File: config.mk
export PLATFORM = sky130hd
export DESIGN_NAME = euclidean_rhythm_sequencer
export DESIGN_NICKNAME = d
export VERILOG_FILES = /design/src/rtl/erseq_pkg.sv /design/src/rtl/euclidean_rhythm_sequencer.sv /design/src/rtl/erseq_rem.sv
export SDC_FILE = /design/constraint.sdc
export NUM_CORES = 1
export LEC_CHECK = 0
export ABC_AREA = 1
export BUFFER_PORTS_ARGS = -buffer_cell sky130_fd_sc_hd__buf_2
export CAP_MARGIN = 5
export CORE_MARGIN = 2
export CORE_UTILIZATION = 45
export CTS_CLUSTER_DIAMETER = 120
export DETAILED_ROUTE_END_ITERATION = 16
export MAX_ROUTING_LAYER = met4
export SLEW_MARGIN = 25
export SYNTH_ARGS = -nofsm -noshare
export SYNTH_HDL_FRONTEND = slang
export SYNTH_SLANG_ARGS = --single-unit
File: constraint.sdc
create_clock -name clk -period 10.15 [get_ports clk]
set_clock_uncertainty 0.05 [all_clocks]
set_input_delay 0.5075 -clock clk [delete_from_list [all_inputs] [get_ports clk]]
set_output_delay 0.5075 -clock clk [all_outputs]
set_load 0.005 [all_outputs]
File: src/rtl/erseq_pkg.sv
package erseq_pkg;

  // Pattern geometry
  localparam int MAX_STEPS = 32;
  localparam int LEN_W     = 6;   // pattern_length / hit_count register width
  localparam int ROT_W     = 5;   // rotation register width
  localparam int POS_W     = 5;   // step position width
  localparam int CFG_IDX_W = 2;

  // Remainder unit: numerator is fed MSB first, left-aligned in NUM_W bits
  localparam int NUM_W = 11;
  localparam int CNT_W = 4;

  localparam logic [CNT_W-1:0] NBITS_SHORT = CNT_W'(LEN_W);
  localparam logic [CNT_W-1:0] NBITS_PROD  = CNT_W'(NUM_W);

  // Configuration register indexes
  localparam logic [CFG_IDX_W-1:0] REG_PATTERN_LENGTH = 2'd0;
  localparam logic [CFG_IDX_W-1:0] REG_HIT_COUNT      = 2'd1;
  localparam logic [CFG_IDX_W-1:0] REG_ROTATION       = 2'd2;

  // Reset values
  localparam logic [LEN_W-1:0] PATTERN_LENGTH_RST = 6'd16;
  localparam logic [LEN_W-1:0] HIT_COUNT_RST      = 6'd4;
  localparam logic [ROT_W-1:0] ROTATION_RST       = 5'd0;

  // Request to the remainder unit
  typedef struct packed {
    logic             start;
    logic [CNT_W-1:0] nbits;
    logic [NUM_W-1:0] num;
  } rem_req_t;

  // Response from the remainder unit
  typedef struct packed {
    logic             done;
    logic [POS_W-1:0] rem;
  } rem_rsp_t;

endpackage

File: src/rtl/euclidean_rhythm_sequencer.sv
// An item with advance 0 is reported in the cycle after its transfer.
// An item with advance 1 makes four passes through the shared
// one-bit-per-cycle remainder unit (6 + 6 + 6 + 11 bits).
// One item is handled at a time: input is stalled until the result is loaded
// and while it is held by out_stall.
// Reset (rst_n low, synchronous): position 0, hit flag 0, length 16, 4 hits,
// rotation 0; no result pending.
module euclidean_rhythm_sequencer
  import erseq_pkg::*;
(
  input  logic                 clk,
  input  logic                 rst_n,
  input  logic                 cfg_we,
  input  logic [CFG_IDX_W-1:0] cfg_index,
  input  logic [LEN_W-1:0]     cfg_wdata,
  input  logic                 in_valid,
  output logic                 in_stall,
  input  logic                 in_advance,
  output logic                 out_valid,
  input  logic                 out_stall,
  output logic                 out_hit,
  output logic [POS_W-1:0]     out_step_index
);

  typedef enum logic [2:0] {
    ST_IDLE,
    ST_POS,
    ST_ROT,
    ST_BASE,
    ST_PROD
  } state_t;

  state_t           state_r, state_nxt;
  logic [LEN_W-1:0] pattern_length_r;
  logic [LEN_W-1:0] hit_count_r;
  logic [ROT_W-1:0] rotation_r;

  logic [LEN_W-1:0] len_r;
  logic [LEN_W-1:0] fill_r;
  logic [ROT_W-1:0] rot_r;
  logic [POS_W-1:0] pos_r;
  logic             hit_flag_r;

  logic             out_valid_r;
  logic             out_hit_r;
  logic [POS_W-1:0] out_step_index_r;

  logic [LEN_W-1:0] len_eff;
  logic [LEN_W-1:0] fill_eff;
  logic             in_xfer;
  logic             out_xfer;
  logic [LEN_W-1:0] pos_inc;
  logic [LEN_W-1:0] base_sum;
  logic             hit_calc;

  rem_req_t req;
  rem_rsp_t rsp;

  // Configuration registers; unknown indexes are dropped
  always_ff @(posedge clk) begin
    if (!rst_n) begin
      pattern_length_r <= PATTERN_LENGTH_RST;
      hit_count_r      <= HIT_COUNT_RST;
      rotation_r       <= ROTATION_RST;
    end else if (cfg_we) begin
      unique case (cfg_index)
        REG_PATTERN_LENGTH: pattern_length_r <= cfg_wdata;
        REG_HIT_COUNT:      hit_count_r      <= cfg_wdata;
        REG_ROTATION:       rotation_r       <= cfg_wdata[ROT_W-1:0];
        default: ;
      endcase
    end
  end

  // Clamp length to 1..MAX_STEPS and fill to the length
  always_comb begin
    if (pattern_length_r == '0) begin
      len_eff = LEN_W'(1);
    end else if (pattern_length_r > LEN_W'(MAX_STEPS)) begin
      len_eff = LEN_W'(MAX_STEPS);
    end else begin
      len_eff = pattern_length_r;
    end
    fill_eff = (hit_count_r > len_eff) ? len_eff : hit_count_r;
  end

  assign in_stall = (state_r != ST_IDLE) || (out_valid_r && out_stall);
  assign in_xfer  = in_valid && !in_stall;
  assign out_xfer = out_valid_r && !out_stall;

  assign pos_inc  = {1'b0, pos_r} + LEN_W'(1);
  assign base_sum = {1'b0, pos_r} + len_r - {1'b0, rsp.rem};

  // Step p is a hit when fill > 0 and ((p - rot) * fill) mod len is zero or above len - fill
  assign hit_calc = (fill_r != '0) &&
                    ((rsp.rem == '0) || ({1'b0, rsp.rem} > (len_r - fill_r)));

  // Sequence the shared remainder unit
  always_comb begin
    state_nxt = state_r;
    req.start = 1'b0;
    req.nbits = NBITS_SHORT;
    req.num   = {pos_inc, {(NUM_W-LEN_W){1'b0}}};
    unique case (state_r)
      ST_IDLE: begin
        if (in_xfer && in_advance) begin
          req.start = 1'b1;
          state_nxt = ST_POS;
        end
      end
      ST_POS: begin
        req.num = {1'b0, rot_r, {(NUM_W-LEN_W){1'b0}}};
        if (rsp.done) begin
          req.start = 1'b1;
          state_nxt = ST_ROT;
        end
      end
      ST_ROT: begin
        req.num = {base_sum, {(NUM_W-LEN_W){1'b0}}};
        if (rsp.done) begin
          req.start = 1'b1;
          state_nxt = ST_BASE;
        end
      end
      ST_BASE: begin
        req.nbits = NBITS_PROD;
        req.num   = NUM_W'(rsp.rem) * NUM_W'(fill_r);
        if (rsp.done) begin
          req.start = 1'b1;
          state_nxt = ST_PROD;
        end
      end
      ST_PROD: begin
        if (rsp.done) begin
          state_nxt = ST_IDLE;
        end
      end
      default: state_nxt = ST_IDLE;
    endcase
  end

  // State, step state and the output register
  always_ff @(posedge clk) begin
    if (!rst_n) begin
      state_r     <= ST_IDLE;
      pos_r       <= '0;
      hit_flag_r  <= 1'b0;
      out_valid_r <= 1'b0;
    end else begin
      state_r <= state_nxt;
      // Load a new result, else drop the one taken by the receiver
      if ((in_xfer && !in_advance) || (state_r == ST_PROD && rsp.done)) begin
        out_valid_r <= 1'b1;
      end else if (out_xfer) begin
        out_valid_r <= 1'b0;
      end
      if (state_r == ST_IDLE && in_xfer) begin
        len_r  <= len_eff;
        fill_r <= fill_eff;
        rot_r  <= rotation_r;
        if (!in_advance) begin
          out_hit_r        <= hit_flag_r;
          out_step_index_r <= pos_r;
        end
      end
      if (state_r == ST_POS && rsp.done) begin
        pos_r <= rsp.rem;
      end
      if (state_r == ST_PROD && rsp.done) begin
        hit_flag_r       <= hit_calc;
        out_hit_r        <= hit_calc;
        out_step_index_r <= pos_r;
      end
    end
  end

  erseq_rem u_rem (
    .clk     (clk),
    .rst_n   (rst_n),
    .req     (req),
    .divisor (len_r),
    .rsp     (rsp)
  );

  assign out_valid      = out_valid_r;
  assign out_hit        = out_hit_r;
  assign out_step_index = out_step_index_r;

  // No result is pending while a step is being worked out
  a_busy_no_out: assert property (@(posedge clk) disable iff (!rst_n)
    (state_r != ST_IDLE) |-> !out_valid_r)
    else $error("result pending during step computation");

  // A report-only transfer gives a result on the next cycle
  a_report_next: assert property (@(posedge clk) disable iff (!rst_n)
    (in_xfer && !in_advance) |=> (out_valid_r && out_step_index_r == $past(pos_r)))
    else $error("report-only transfer not answered");

  // After a step the position lies inside the pattern
  a_pos_range: assert property (@(posedge clk) disable iff (!rst_n)
    (state_r == ST_PROD && rsp.done) |-> ({1'b0, pos_r} < len_r))
    else $error("step position outside pattern");

endmodule

File: src/rtl/erseq_rem.sv
module erseq_rem
  import erseq_pkg::*;
(
  input  logic             clk,
  input  logic             rst_n,
  input  rem_req_t         req,
  input  logic [LEN_W-1:0] divisor,
  output rem_rsp_t         rsp
);

  logic [NUM_W-1:0] num_r;
  logic [CNT_W-1:0] cnt_r;
  logic [POS_W-1:0] rem_r;
  logic             busy_r;
  logic             done_r;

  logic [LEN_W-1:0] trial;
  logic [POS_W-1:0] rem_nxt;

  // Shift in the next numerator bit and subtract the divisor once if it fits
  always_comb begin
    trial = {rem_r, num_r[NUM_W-1]};
    if (trial >= divisor) begin
      rem_nxt = POS_W'(trial - divisor);
    end else begin
      rem_nxt = trial[POS_W-1:0];
    end
  end

  // Restoring remainder, one bit per cycle
  always_ff @(posedge clk) begin
    if (!rst_n) begin
      busy_r <= 1'b0;
      done_r <= 1'b0;
      cnt_r  <= '0;
    end else begin
      done_r <= 1'b0;
      if (req.start) begin
        busy_r <= 1'b1;
        cnt_r  <= req.nbits;
      end else if (busy_r) begin
        cnt_r <= cnt_r - CNT_W'(1);
        if (cnt_r == CNT_W'(1)) begin
          busy_r <= 1'b0;
          done_r <= 1'b1;
        end
      end
    end
  end

  // Datapath registers need no reset
  always_ff @(posedge clk) begin
    if (req.start) begin
      num_r <= req.num;
      rem_r <= '0;
    end else if (busy_r) begin
      num_r <= num_r << 1;
      rem_r <= rem_nxt;
    end
  end

  assign rsp.done = done_r;
  assign rsp.rem  = rem_r;

  // A new operation is only launched on an idle unit
  a_no_restart: assert property (@(posedge clk) disable iff (!rst_n)
    req.start |-> !busy_r)
    else $error("remainder unit restarted while busy");

  // The delivered remainder lies below the divisor
  a_rem_range: assert property (@(posedge clk) disable iff (!rst_n)
    done_r |-> ({1'b0, rem_r} < divisor))
    else $error("remainder not below divisor");

endmodule
**Word level (Yosys, flattened, before mapping)**

Cells that the tools add are included.
Widths: inputs -> output; s select.

- Bits in registers: 72
- Input port bits: 14
- Output and inout bits: 8
- Logic and storage cells: 106

- $add $sub $neg: 6
- Multiply operators: 1
- $lt $le $gt $ge: 4
- Equal/unequal tests: 13
- Multiplexer cells: 31
- Bitwise gates (word level): 2
- Reductions and logical operators: 32

Operator list:

| operator | count |
|---|---|
| $pmux 11 s3 | 1 |
| $mux 11 | 2 |
| $mux 5 | 4 |
| $mux 6 | 3 |
| $mux 3 | 5 |
| $pmux 3 s5 | 1 |
| $mux 4 | 3 |
| $mul 5x6->11 | 1 |
| $mux 1 | 11 |
| $ne 2x1->1 const B | 5 |
| $logic_and 1x1->1 | 9 |
| $reduce_and 2->1 | 4 |
| $add 5x1->6 const B | 1 |
| $add 5x6->6 | 1 |
| $eq 3x2->1 const B | 2 |
| $ge 6x6->1 | 1 |
| $gt 5x6->1 | 1 |
| $gt 6x6->1 | 1 |
| $gt 6x6->1 const B | 1 |
| $logic_not 6->1 | 1 |
| $reduce_bool 2->1 | 3 |
| $reduce_bool 6->1 | 1 |
| $reduce_or 3->1 | 2 |
| $sub 6x5->6 | 1 |
| other kinds (19) | 24 |

**Longest topological paths before layout**

Gate-level depths: netlist of run 1.

- Depth after elaboration: 8
- Depth in mapped cells: 18

**By module**

Synthesis of run 1 repeated with hierarchy kept, for this count alone.

- Cells, all modules: 669
- Area, all modules: 5243.8 um^2

Modules (own cells, without submodules):

| module | instances | cells an instance | area an instance (um^2) | sequential area each (um^2) |
|---|---|---|---|---|
| euclidean_rhythm_sequencer | 1 | 507 | 3921.3 | 1231.2 |
| erseq_rem | 1 | 162 | 1322.5 | 550.5 |

**Worst setup path after synthesis of run 1**

No wires, ideal clock.

- Path type: register to register
- Start point: register u_rem.rem_r[3]
- End point: register u_rem.num_r[7], data pin
- Library setup time: 252 ps
- Data arrival time: 3409 ps
- Required time: 9848 ps
- Path slack: 6439 ps
- Cell stages (with the launch flop): 17
- Clock period less this slack: 3711 ps
- Cells stage by stage: dfxtp_1 clkbuf_1 nand2_1 fa_1 fa_1 fa_1 inv_1 ha_1 nand3_1 nand3_1 nand3_1 nand2_1 or2_2 nand3_1 nand2_1 nand2_1 nand2_1

- Word-level cells in the longest chain between the ends: 3

RTL lines:

| element | RTL line | source |
|---|---|---|
| start, declared | erseq_rem.sv:13 | `logic [POS_W-1:0] rem_r;` |
| start signal, assigned | erseq_rem.sv:58 | `rem_r <= rem_nxt;` |
| $mul 5x6->11 | euclidean_rhythm_sequencer.sv:127 | `req.num = NUM_W'(rsp.rem) * NUM_W'(fill_r);` |
| $pmux 11 s3 | euclidean_rhythm_sequencer.sv:104 | `unique case (state_r)` |
| $mux 11 | erseq_rem.sv:53 | `if (req.start) begin` |
| end signal, assigned | erseq_rem.sv:54 | `num_r <= req.num;` |
| end signal, assigned | erseq_rem.sv:57 | `num_r <= num_r << 1;` |
| end, declared | erseq_rem.sv:11 | `logic [NUM_W-1:0] num_r;` |

Every way passes these cells.
A chain may end at the register's enable or synchronous reset.

**Worst setup path after layout of run 1**

Ends and elaborated chain as after synthesis.

==> impl_summary.md, run 1 <==
STA
The total negative setup slack is 0 ns. The count of endpoints failing hold in the final timing report was 0. The measured slew at the worst slew-check pin is 0.558 ns.

The time the worst path needs with I/O delays and setup is 3.88 ns. Setup violations remaining at the end of the flow were counted as 0. Derived from the worst setup path, the maximum achievable clock frequency is 257 MHz. The final count of pins violating max slew came to 0.

Setup repair after global routing left no endpoint under its margin. In the finished design, the share of the clock period the worst path needs comes to 0.383. The normalized max-slew margin is 0.627.

Die
The die covers 0.0121 mm². The die is 110 µm wide. The die is 110 µm tall.

The initialized floorplan defines 38 standard-cell rows. The core region is 0.0109 mm². 22 I/O pins were placed. The initial utilization of the core area, before any placement, comes to 0.464.

CTS
The buffer cell driving the clock tree root is clkbuf_8. The maximum root-to-sink buffer count is 2. The number of gates resized after CTS is 0. Clock-pin slew was measured on the worst setup and hold paths at 0.08 ns. The total CTS buffers is 9. Counting every sink on the clock net gives 72.

Post-CTS timing repair inserted 0 buffers for setup. The later pin in the worst-skew pair is clocked with a latency of 0.35 ns. After clock tree synthesis, the flow added hold-fix buffers numbering 0. The clock tree from TritonCTS is built. The H-tree was split into 3 levels.

Synth
The commonest cells after synthesis are nand2_1, inv_1, ha_1. Yosys mapped the design onto 39 distinct sky130hd cell types. Synthesis produced a netlist with a net count of 717. Of the post-synthesis cell area, the dominant cell type holds 0.202. During synthesis, Yosys emitted a total of 0 warnings. The dominant cell by count in the synthesized netlist is nand2_1. The cell type with the highest aggregate area in the netlist is edfxtp_1. The gate count of the mapped netlist is 634. The number of synthesized register bits is 72. The synthesized area per cell is 7.97 µm². The dominant register cell in the synthesized netlist is dfxtp_1. In this run, synthesis inferred 34 flip-flops with an integrated enable. The cell area that synthesis handed to floorplanning was 0.00506 mm².

In the post-synthesis netlist, the biggest area contributors are edfxtp_1, dfxtp_1, ha_1, nand2_1, inv_1. The share of the Yosys chip area taken by registers is 0.352. The async set or reset register ratio after synthesis is 0.

Final layout
The net count of the finished layout is 737. Of the cells placed in the final design, the portion with a size suffix greater than 1 is 0.0881. Relative to the synthesized area, the layout overhead comes to 8.14%. The number of diodes is 0. For this run, the share of the core covered by cells in the final layout is 0.502.

Outcome
The run finished with clean final reports.

Run
Across the run, the number of max-cap violations was 0.

Pwr
VDD sags by at most 0.000127 V. The leakage power summed over all cells is 2.68 nW. The cell area power density is 202 mW/mm².

Worst setup path
The type of origin of the critical path is a register. The library cell appearing most often on the critical path is nand2_1. The signal on the critical path passes through nand2_1 > fa_1 > fa_1 > fa_1 > inv_1 > ha_1 > nand3_1 > nand3_1 > nand3_1 > nand2_1 > or2_2 > nand3_1 > nand2_1 > nand2_1 > nand2_1. The data required time of the worst path is 10.22 ns. The number of cells on the worst reg-to-reg path is 15.

The biggest cell delay along the critical path is 0.61 ns. The data arrival time of the worst path is 3.95 ns. The worst setup path is captured at a register. The critical path start-end classification is reg2reg.

Along the worst path, the maximum fanout reaches 12. For this design, the slowest cell found on the critical path is dfxtp_1.

Placement
The total of buffers placed on input and output ports is 21. The HPWL after detailed placement is 8970 µm. The final weighted congestion of routability-driven global placement is 0.846.

Worst hold path
The worst hold-check path type is in2reg. The worst hold path passes through 3 cells.

Global routing
The first global-routing pass estimated 18,900 µm of wire. The initial antenna violation count was 0. The met3 routing resource usage after global routing is 0.0412.

The via count of the first global-routing pass was 4,042. Entering global routing, the biggest net connects 29 pins. The highest-utilization routing layer at the global route stage is met2.

The remaining global-route overflow is 0. The met1 usage is 0.269. In the global route stage, met2 resource usage came out at 0.340. For this run, the total global-route usage over all layers was measured as 0.211.

Route
The post-detailed-route via-to-cell ratio is 5.08. The detailed router placed 4,053 vias in this run. Before antenna repair, the detailed router went through 4 iterations. In this run, the number of DRC markers left after iteration 0 of detailed routing was 243. Dividing the detail-routed wire length by the instance count gives 14.0 µm. The DRC violation count after routing is 0. For this block, the routed nets add up to 11,200 µm of wire. Once detail routing completed, the nets flagged for antenna violations numbered 0.
==> layout by cell type (no fill, tap or decap), drive strengths merged <==
cell type  Yosys  routed
buf            3      22
xnor2          8       8
clkinvlp       0       1
a211oi         1       1
xor2           5       5
o21a           2       2
nand2        142     142
or2            3       3
ha            50      50
o211ai         8       8
o21bai         2       2
inv          117     119
nand4          8       8
nor2          45      45
a31oi          2       2
nand3b         2       2
fa            19      19
clkbuf        10      10
a21oi         46      46
o221ai         1       1
clkinv         0       1
dfxtp         38      38
edfxtp        34      34
nor3           7       7
nand3         34      34
o21ai         45      45
nor4           2       2
bufinv         0       1
==> routing by layer <==
| layer | vias up | routed length, µm |
|---|---|---|
| met3 | 19 | 401 |
| li1 | 2102 | - |
| met5 | - | 0 |
| met1 | 1869 | 5360 |
| met4 | 0 | 208 |
| met2 | 63 | 5240 |
==> registers in the layout (all words and copies together) (netlist names) <==
register,count
out_hit,1
hit_flag_r,1
rot_r,5
len_r,6
u_rem.rem_r,5
state_r,3
out_valid,1
pos_r,5
u_rem.cnt_r,4
u_rem.num_r,11
pattern_length_r,6
out_step_index,5
hit_count_r,6
rotation_r,5
u_rem.done_r,1
u_rem.busy_r,1
fill_r,6
==> path summary, 6_finish.rpt <==
| check | start | to | slack, ns |
|---|---|---|---|
| worst min-delay path | cfg_wdata[2] | hit_count_r[2]$_SDFFE_PN1P_ | 0.36 |
| worst max register to register | u_rem.rem_r[3]$_SDFFE_PP0P_ | u_rem.num_r[7]$_DFFE_PP_ | 6.27 |
| worst max-delay path | u_rem.rem_r[3]$_SDFFE_PP0P_ | u_rem.num_r[7]$_DFFE_PP_ | 6.27 |
| worst min register to register | rotation_r[4]$_SDFFE_PN0P_ | rot_r[4]$_DFFE_PP_ | 0.39 |
==> per-stage QoR <==
| stage | hold slack [ns] | instances | setup WS [ns] | instance area [µm²] | total power, W |
|---|---|---|---|---|---|
| CTS | 0.349 | 798 | 6.25 | 5470 | 0.00111 |
| global route | 0.382 | 798 | 6.04 | 5470 | 0.00120 |
| detailed placement | 0.371 | 783 | 6.24 | 5280 | 0.000886 |
| floorplan | 0.353 | 634 | 6.44 | 5060 | 0.000765 |
| global placement | 0.364 | 783 | 6.34 | 5280 | 0.000880 |
| finish | 0.364 | 798 | 6.27 | 5470 | 0.00110 |
==> critical path, delay by kind of cell (launching register included) <==
kind	cells	cell delay, ns
simple gates	10	1.04
flops	1	0.61
fa+ha+maj	4	1.92
buf+inv	1	0.04
==> final cells by class <==
class                           instances  area, µm²
Timing Repair Buffer                   22        113
Tap cell                              140        175
Sequential cell                        72       1780
Multi-Input combinational cell        432       2770
Clock buffer                           10        128
Clock inverter                          5       57.6
Inverter                              117        439
Fill cell                            1081       5420
==> power by group <==
part	internal (W)	leakage, nW	switching [W]
combinational	0.000177	1.96	0.000295
sequential	0.000359	0.632	0.0000498
clock	0.000113	0.0931	0.000111
total	0.000648	2.68	0.000456
==> cells by family after synthesis <==
kind of cell             share of synthesized area
buffers and inverters                       0.0990
AND/OR/NAND/NOR                              0.211
flip-flops                                   0.352
XOR/XNOR                                    0.0225
AO/OA/AOI/OAI                                0.116
adder cells (fa/ha/maj)                      0.199
(Power assumes the default switching activity.)
==> run 2: changes to the inputs <==
Settings changed: ABC_AREA 1 to 0.
Clock period 10.15 ns to 3.55 ns, I/O delays scaled along.
==> impl_summary.md, run 2 <==
Route
The number of DRC markers in iteration 0 is 201. The wire length after detailed routing is 11,400 µm. The via count is 3,711.

The DRC violation count after routing is 0. Dividing the detail-routed via count by the number of cells gives 5.32. The pre-antenna-repair detailed-routing pass consisted of 4 iterations. Dividing the detail-routed wire length by the instance count gives 16.3 µm. In this run the remaining antenna-violating nets after routing total 0.

Synth
The dominant register cell in the synthesized netlist is dfxtp_1. The gate count of the mapped netlist is 519. The top-area cell type share of the netlist area is 0.201. For this run, asynchronously set or reset flops after synthesis account for 0. The number of synthesized register bits is 72. Of all cell types, the one taking the most synthesized area is edfxtp_1. Ranked by total cell area, the synthesized netlist is headed by edfxtp_1, dfxtp_1, ha_1, fa_1, inv_1.

The cell area that synthesis handed to floorplanning was 0.00508 mm². The dominant cell by count in the synthesized netlist is inv_1. The number of distinct library cells after synthesis is 60. The proportion of synthesized chip area in sequential cells is 0.351.

The number of flops mapped to enable cells by yosys is 34. In the synthesized netlist, the cells that appear most often are inv_1, ha_1, nand2_1. For this run, the number of Yosys warnings is 0. The net count of the mapped netlist is 602. The synthesized area per cell is 9.78 µm².

Final layout
The share of cells above drive strength 1 is 0.172. In the layout the commonest cells are inv_1, ha_1, nand2_1. Compared with the post-synthesis result, the final layout area differs by 14.1%. The register with the most flip-flops in the layout has 11 of them. The end-of-flow core utilization is 0.530. The library cell used most frequently in the layout, excluding fill and tap cells, is inv_1. The finished layout cell area is 0.00579 mm². The count of fill cells added during filler insertion is 1,015. 0 antenna diodes ended up in the layout.

At the end of the flow, the number of nets in the layout was 635. More flip-flops sit in one register than any other, and that register is u_rem.num_r.

Outcome
The checks that failed: negative setup slack. The run finished, with violations left.

Worst setup path
The critical path start-end classification is reg2reg. The type of origin of the critical path is a register. The register-to-register path setup slack is -0.09 ns. The signal on the critical path passes through and2_4 > fa_1 > inv_1 > fa_1 > fa_1 > inv_2 > ha_4 > a21o_1 > a21oi_2 > o21ai_2 > a31o_2 > a32oi_1 > o31ai_1. The data arrival time of the worst path is 3.67 ns. Data on the critical path is required at its endpoint by 3.59 ns.

On the critical path, the stage with the largest delay is an instance of fa_1. Together, buffers and inverters on the worst path number 2. Among the stages of the critical path, the cell type that occurs most often is fa_1. STA classifies the critical path endpoint as a register. The biggest fanout along the worst timing path is 4. Grouping stages by cell kind, the critical path spends the most delay in adder cells. On the worst path, the slowest cell contributes a delay of 0.51 ns.

Global routing
After global routing the overflow that remains totals 0. The pin count of the biggest net entering global routing is 36. The first global-routing pass estimated 18,900 µm of wire. The total routing usage reported by global routing is 0.213. The via count of the first global-routing pass came to 3,766. The initial antenna violation count is 0.

Placement
The post-placement cell area is 0.00541 mm². During placement, the flow inserted port buffers numbering 21. Summed over all nets, the half-perimeter wirelength after detailed placement is 8810 µm. The final weighted congestion of routability-driven global placement is 0.854.

The minimum setup slack after placement is -0.188 ns.

Die
The width of the die is 110 µm. The top-level port count is 22. The placeable core region is 0.0109 mm². The full die area is 0.0121 mm². Measured along the y axis, the die boundary spans 110 µm. The initial utilization of the core area, before any placement, comes to 0.464. The number of cell rows is 38.

STA
The worst hold slack is 0.0553 ns. The post-route clock period utilization is 1.02. The measured slew at the worst slew-check pin is 0.825 ns. Counting I/O delays and the setup requirement, the final critical path takes 3.64 ns. The normalized max-slew margin is 0.450.

Setup repair after global routing could not meet its margin everywhere. Once routing completed, OpenROAD measured the worst setup slack at -0.0863 ns. Setup violations remaining at the end of the flow were counted as 3.

Derived from the worst setup path, the maximum achievable clock frequency is 275 MHz. The count of endpoints failing hold in the final timing report came to 0. The final count of pins violating max slew came to 0.

Pwr
VDD sags by at most 0.000314 V. The leakage power summed over all cells is 2.58 nW. In this run the power density over the cells is 520 mW/mm².

CTS
The maximum root-to-sink buffer count is 2. TritonCTS built the clock tree. The number of H-tree levels is 3.

The total CTS buffers is 9. The number of clock sinks is 72. The clock latency at the later pin of the worst-skew pair is 0.35 ns. The clock transition at the registers of the reported paths is 0.06 ns.

The buffer cell driving the clock tree root is clkbuf_16.

Run
The number of max-cap violations is 0.

Worst hold path
The tightest min-delay check is of the in2reg type.
## run 2: repair_timing
action / 4_1_cts / 5_1_grt
hold buffers: 0 / 0
hold endpoints to repair: 0 / 0
gates resized for setup: 5 / 9
pin swaps: 6 / 14
gates cloned: 0 / 0
setup endpoints to repair: 6 / 6
buffers inserted: 1 / 2
## run 2: cell type report
type                    count  area [µm²]  area share
clock buffers               9         225      0.0389
repair buffers             41         255      0.0441
clock inverters             7        78.8      0.0136
flip-flops and latches     72        1790       0.308
inverters                  60         225      0.0389
multi-input cells         368        3050       0.526
well taps                 140         175      0.0302
## run 2: per-layer routing
layer | vias up | routed length, µm | GRT usage | share of wire
li1 | 1866 | - | - | -
met1 | 1766 | 5250 | 0.263 | 0.46
met2 | 66 | 5460 | 0.353 | 0.48
met3 | 13 | 490 | 0.0453 | 0.043
met4 | 0 | 197 | 0.0625 | 0.017
met5 | - | 0 | - | 0
## run 2: per-stage QoR
stage	std cells	total power [W]	TNS (ns)
6_report	697	0.00301	-0.190
2_1_floorplan	519	0.00178	0
3_5_place_dp	678	0.00204	-0.617
5_1_grt	697	0.00322	-0.818
3_3_place_gp	678	0.00201	-0.200
4_1_cts	695	0.00299	-0.132
## run 2: worst paths after layout
kind	start	end	cells past startpoint
worst min register to register	rotation_r[2]$_SDFFE_PN0P_	rot_r[2]$_DFFE_PP_	0
worst min-delay path	cfg_wdata[5]	pattern_length_r[5]$_SDFFE_PN0P_	3
worst max-delay path	fill_r[2]$_DFFE_PP_	u_rem.num_r[9]$_DFFE_PP_	13
worst max register to register	fill_r[2]$_DFFE_PP_	u_rem.num_r[9]$_DFFE_PP_	13
## run 2: logic make-up (layout without fill, tap and decap cells)
logic type,after synthesis,in the layout,share of synthesized area
fa+ha+maj,69,69,0.198
xor+xnor,21,21,0.0362
simple gates,149,149,0.154
compound gates,103,103,0.141
flops,72,72,0.351
mux,26,26,0.0527
buf+inv,79,117,0.0670
## run 2: report_power, final
| part | switching (W) | internal (W) | leakage, nW | total [W] |
|---|---|---|---|---|
| registers | 0.0000544 | 0.000935 | 0.636 | 0.000989 |
| logic | 0.000591 | 0.000490 | 1.80 | 0.00108 |
| clock network | 0.000388 | 0.000553 | 0.144 | 0.000941 |
| total | 0.00103 | 0.00198 | 2.58 | 0.00301 |
## run 2: worst reg2reg max path: cells and delay by family, from the launching register on
family / cells / cell delay, ns
AO/OA/AOI/OAI: 6 / 0.95
AND/OR/NAND/NOR: 1 / 0.17
buffers and inverters: 2 / 0.10
adder cells (fa/ha/maj): 4 / 1.66
flip-flops: 1 / 0.44
==> run 3: changes to the inputs <==
Settings changed: CTS_BUF_LIST set to sky130_fd_sc_hd__clkbuf_2 sky130_fd_sc_hd__clkbuf_4 sky130_fd_sc_hd__clkbuf_8.
==> impl_summary.md, run 3 (synthesis results as in run 2) <==
CTS
The clock passes through at most 2 buffers. The buffer cell driving the clock tree root is clkbuf_8. TritonCTS built the clock tree.

The total CTS buffers is 9. The clock transition at the registers of the reported paths is 0.08 ns. For the worst-skew pair, the clock arrives at the later sink with an insertion delay of 0.36 ns. The tree built by TritonCTS fans out to 72 sinks. For this design, the CTS-stage hold fixing added 0 buffers. The number of H-tree levels is 3.

Outcome
The final reports fail on negative setup slack. The flow ran to the end, but the final reports show violations.

Route
In the final routed layout, each cell accounts on average for 16.3 µm. For this run, design rule violations remaining after detail routing come to 0. The first-pass detailed-route iteration total is 4. The number of DRC markers in iteration 0 is 213. The wire length after detailed routing is 11,400 µm.

Using the TritonRoute via totals, the vias-per-cell ratio works out to 5.34. Once detail routing completed, the nets flagged for antenna violations numbered 0. The via count is 3,726.

STA
The normalized max-slew margin is 0.437. The measured slew at the worst slew-check pin is 0.844 ns. In the finished design, the share of the clock period the worst path needs comes to 1.01. The final count of pins violating max slew is 0. After layout, the worst setup slack is -0.0512 ns. The worst hold slack is 0.0400 ns. The count of endpoints failing hold in the final timing report is 0. The time the worst path needs with I/O delays and setup is 3.60 ns. Summed over all failing endpoints, the final setup total negative slack is -0.116 ns. Setup violations remaining at the end of the flow were counted as 4. Setup repair after global routing could not meet its margin everywhere. The timing-limited maximum frequency is 278 MHz.

Pwr
The cell area power density is 486 mW/mm². The leakage power summed over all cells is 2.54 nW. The maximum vdd drop is 0.000317 V.

Overall power consumption after layout is estimated at 0.00277 W.

Worst setup path
The critical path goes through and2_4 > fa_1 > inv_1 > fa_1 > fa_1 > inv_2 > ha_4 > o211ai_1 > o21ai_2 > o31ai_2 > xor2_1 > a22oi_1 > a21oi_1. The cell family contributing the most delay on the critical path is adder cells. In this run the critical register-to-register path is launched from fill_r[2]$_DFFE_PP_. The number of buffers and inverters on the critical path is 2. The critical path's slowest cell is fa_1. The worst setup path startpoint is fill_r[2]$_DFFE_PP_. The type of destination of the critical path is a register. The data arrival time of the worst path is 3.65 ns. The largest single stage delay on the critical path is 0.51 ns. The data required time of the worst path is 3.60 ns. The biggest fanout along the worst timing path is 4. The library cell appearing most often on the critical path is fa_1. The critical path start-end classification is reg2reg. The worst setup path is launched from a register.

Final layout
The register with the highest flop count is u_rem.num_r. The area overhead of the layout relative to synthesis is 12.3%. The number of flip-flops under the largest register name is 11. In the layout the commonest cells are inv_1, ha_1, nand2_1.

The final layout contains 636 nets. The number of diodes is 0. The share of cells above drive strength 1 is 0.177. The most common cell after layout, fill and taps aside is inv_1. For this run, the share of the core covered by cells in the final layout is 0.521.

Run
The number of max-cap violations is 0.

Global routing
Entering global routing, the biggest net connects 36 pins. The first global-routing pass estimated 18,800 µm of wire. The via count of the first global-routing pass is 3,748. The initial antenna violation count was 0.

The total routing usage reported by global routing is 0.211. The remaining global-route overflow is 0.

Die
The width of the die is 110 µm. The die outline height is 110 µm. The core region is 0.0109 mm². The top-level port count is 22.

The full die area is 0.0121 mm². In this run the core area contains 38 standard-cell rows. The initial cell density of the core is 0.464.

Worst hold path
The worst hold path begins at cfg_wdata[5]. The tightest min-delay check is of the in2reg type.

Placement
The total of buffers placed on input and output ports is 21. The HPWL after detailed placement is 8810 µm. The final weighted congestion of routability-driven global placement is 0.854.
==> run 3: final timing paths <==
kind	to	slack (ns)	cells past startpoint
worst min-delay path	pattern_length_r[5]$_SDFFE_PN0P_	0.04	3
worst max register to register	u_rem.num_r[10]$_DFFE_PP_	-0.05	13
worst min register to register	rot_r[2]$_DFFE_PP_	0.39	0
worst max-delay path	u_rem.num_r[10]$_DFFE_PP_	-0.05	13
==> run 3: timing repair <==
| item | CTS | global route |
|---|---|---|
| hold endpoints to repair | 0 | 0 |
| setup buffers | 1 | 3 |
| pin swaps | 11 | 18 |
| resized for setup | 8 | 8 |
| endpoints found under the setup margin | 6 | 6 |
==> run 3: per-stage QoR <==
| stage | std cells | cell area (µm²) | worst slack, ns |
|---|---|---|---|
| finish | 698 | 5700 | -0.0512 |
| global route | 698 | 5700 | -0.211 |
| CTS | 695 | 5640 | -0.0800 |
| detailed placement | 678 | 5410 | -0.188 |
| global placement | 678 | 5410 | -0.0799 |
| floorplan | 519 | 5140 | 0.0122 |
==> run 3: tightest hold or removal path: stages <==
cell and delay, ns:
buf_2 0.09, a21oi_1 0.05, nor2b_1 0.09
==> run 3: area by class of cell <==
| cell class | count | area, µm² |
|---|---|---|
| fill | 1025 | 5230 |
| multi-input combinational | 368 | 3050 |
| sequential | 72 | 1790 |
| timing repair buffer | 42 | 263 |
| inverter | 60 | 225 |
| tap | 140 | 175 |
| clock buffer | 9 | 124 |
| clock inverter | 7 | 78.8 |
==> run 3: power breakdown <==
group          total, W  internal (W)  switching [W]  leakage (nW)
combinational   0.00110      0.000502       0.000599          1.80
sequential     0.000987      0.000933      0.0000539         0.636
clock          0.000684      0.000333       0.000351        0.0982
total           0.00277       0.00177        0.00100          2.54
==> run 3: per-layer routing <==
metal / wire length, µm / track usage / vias to the layer above
met1: 5320 / 0.265 / 1783
li1: - / - / 1865
met5: 0 / - / -
met4: 174 / 0.0536 / 0
met3: 416 / 0.0417 / 16
met2: 5460 / 0.349 / 62
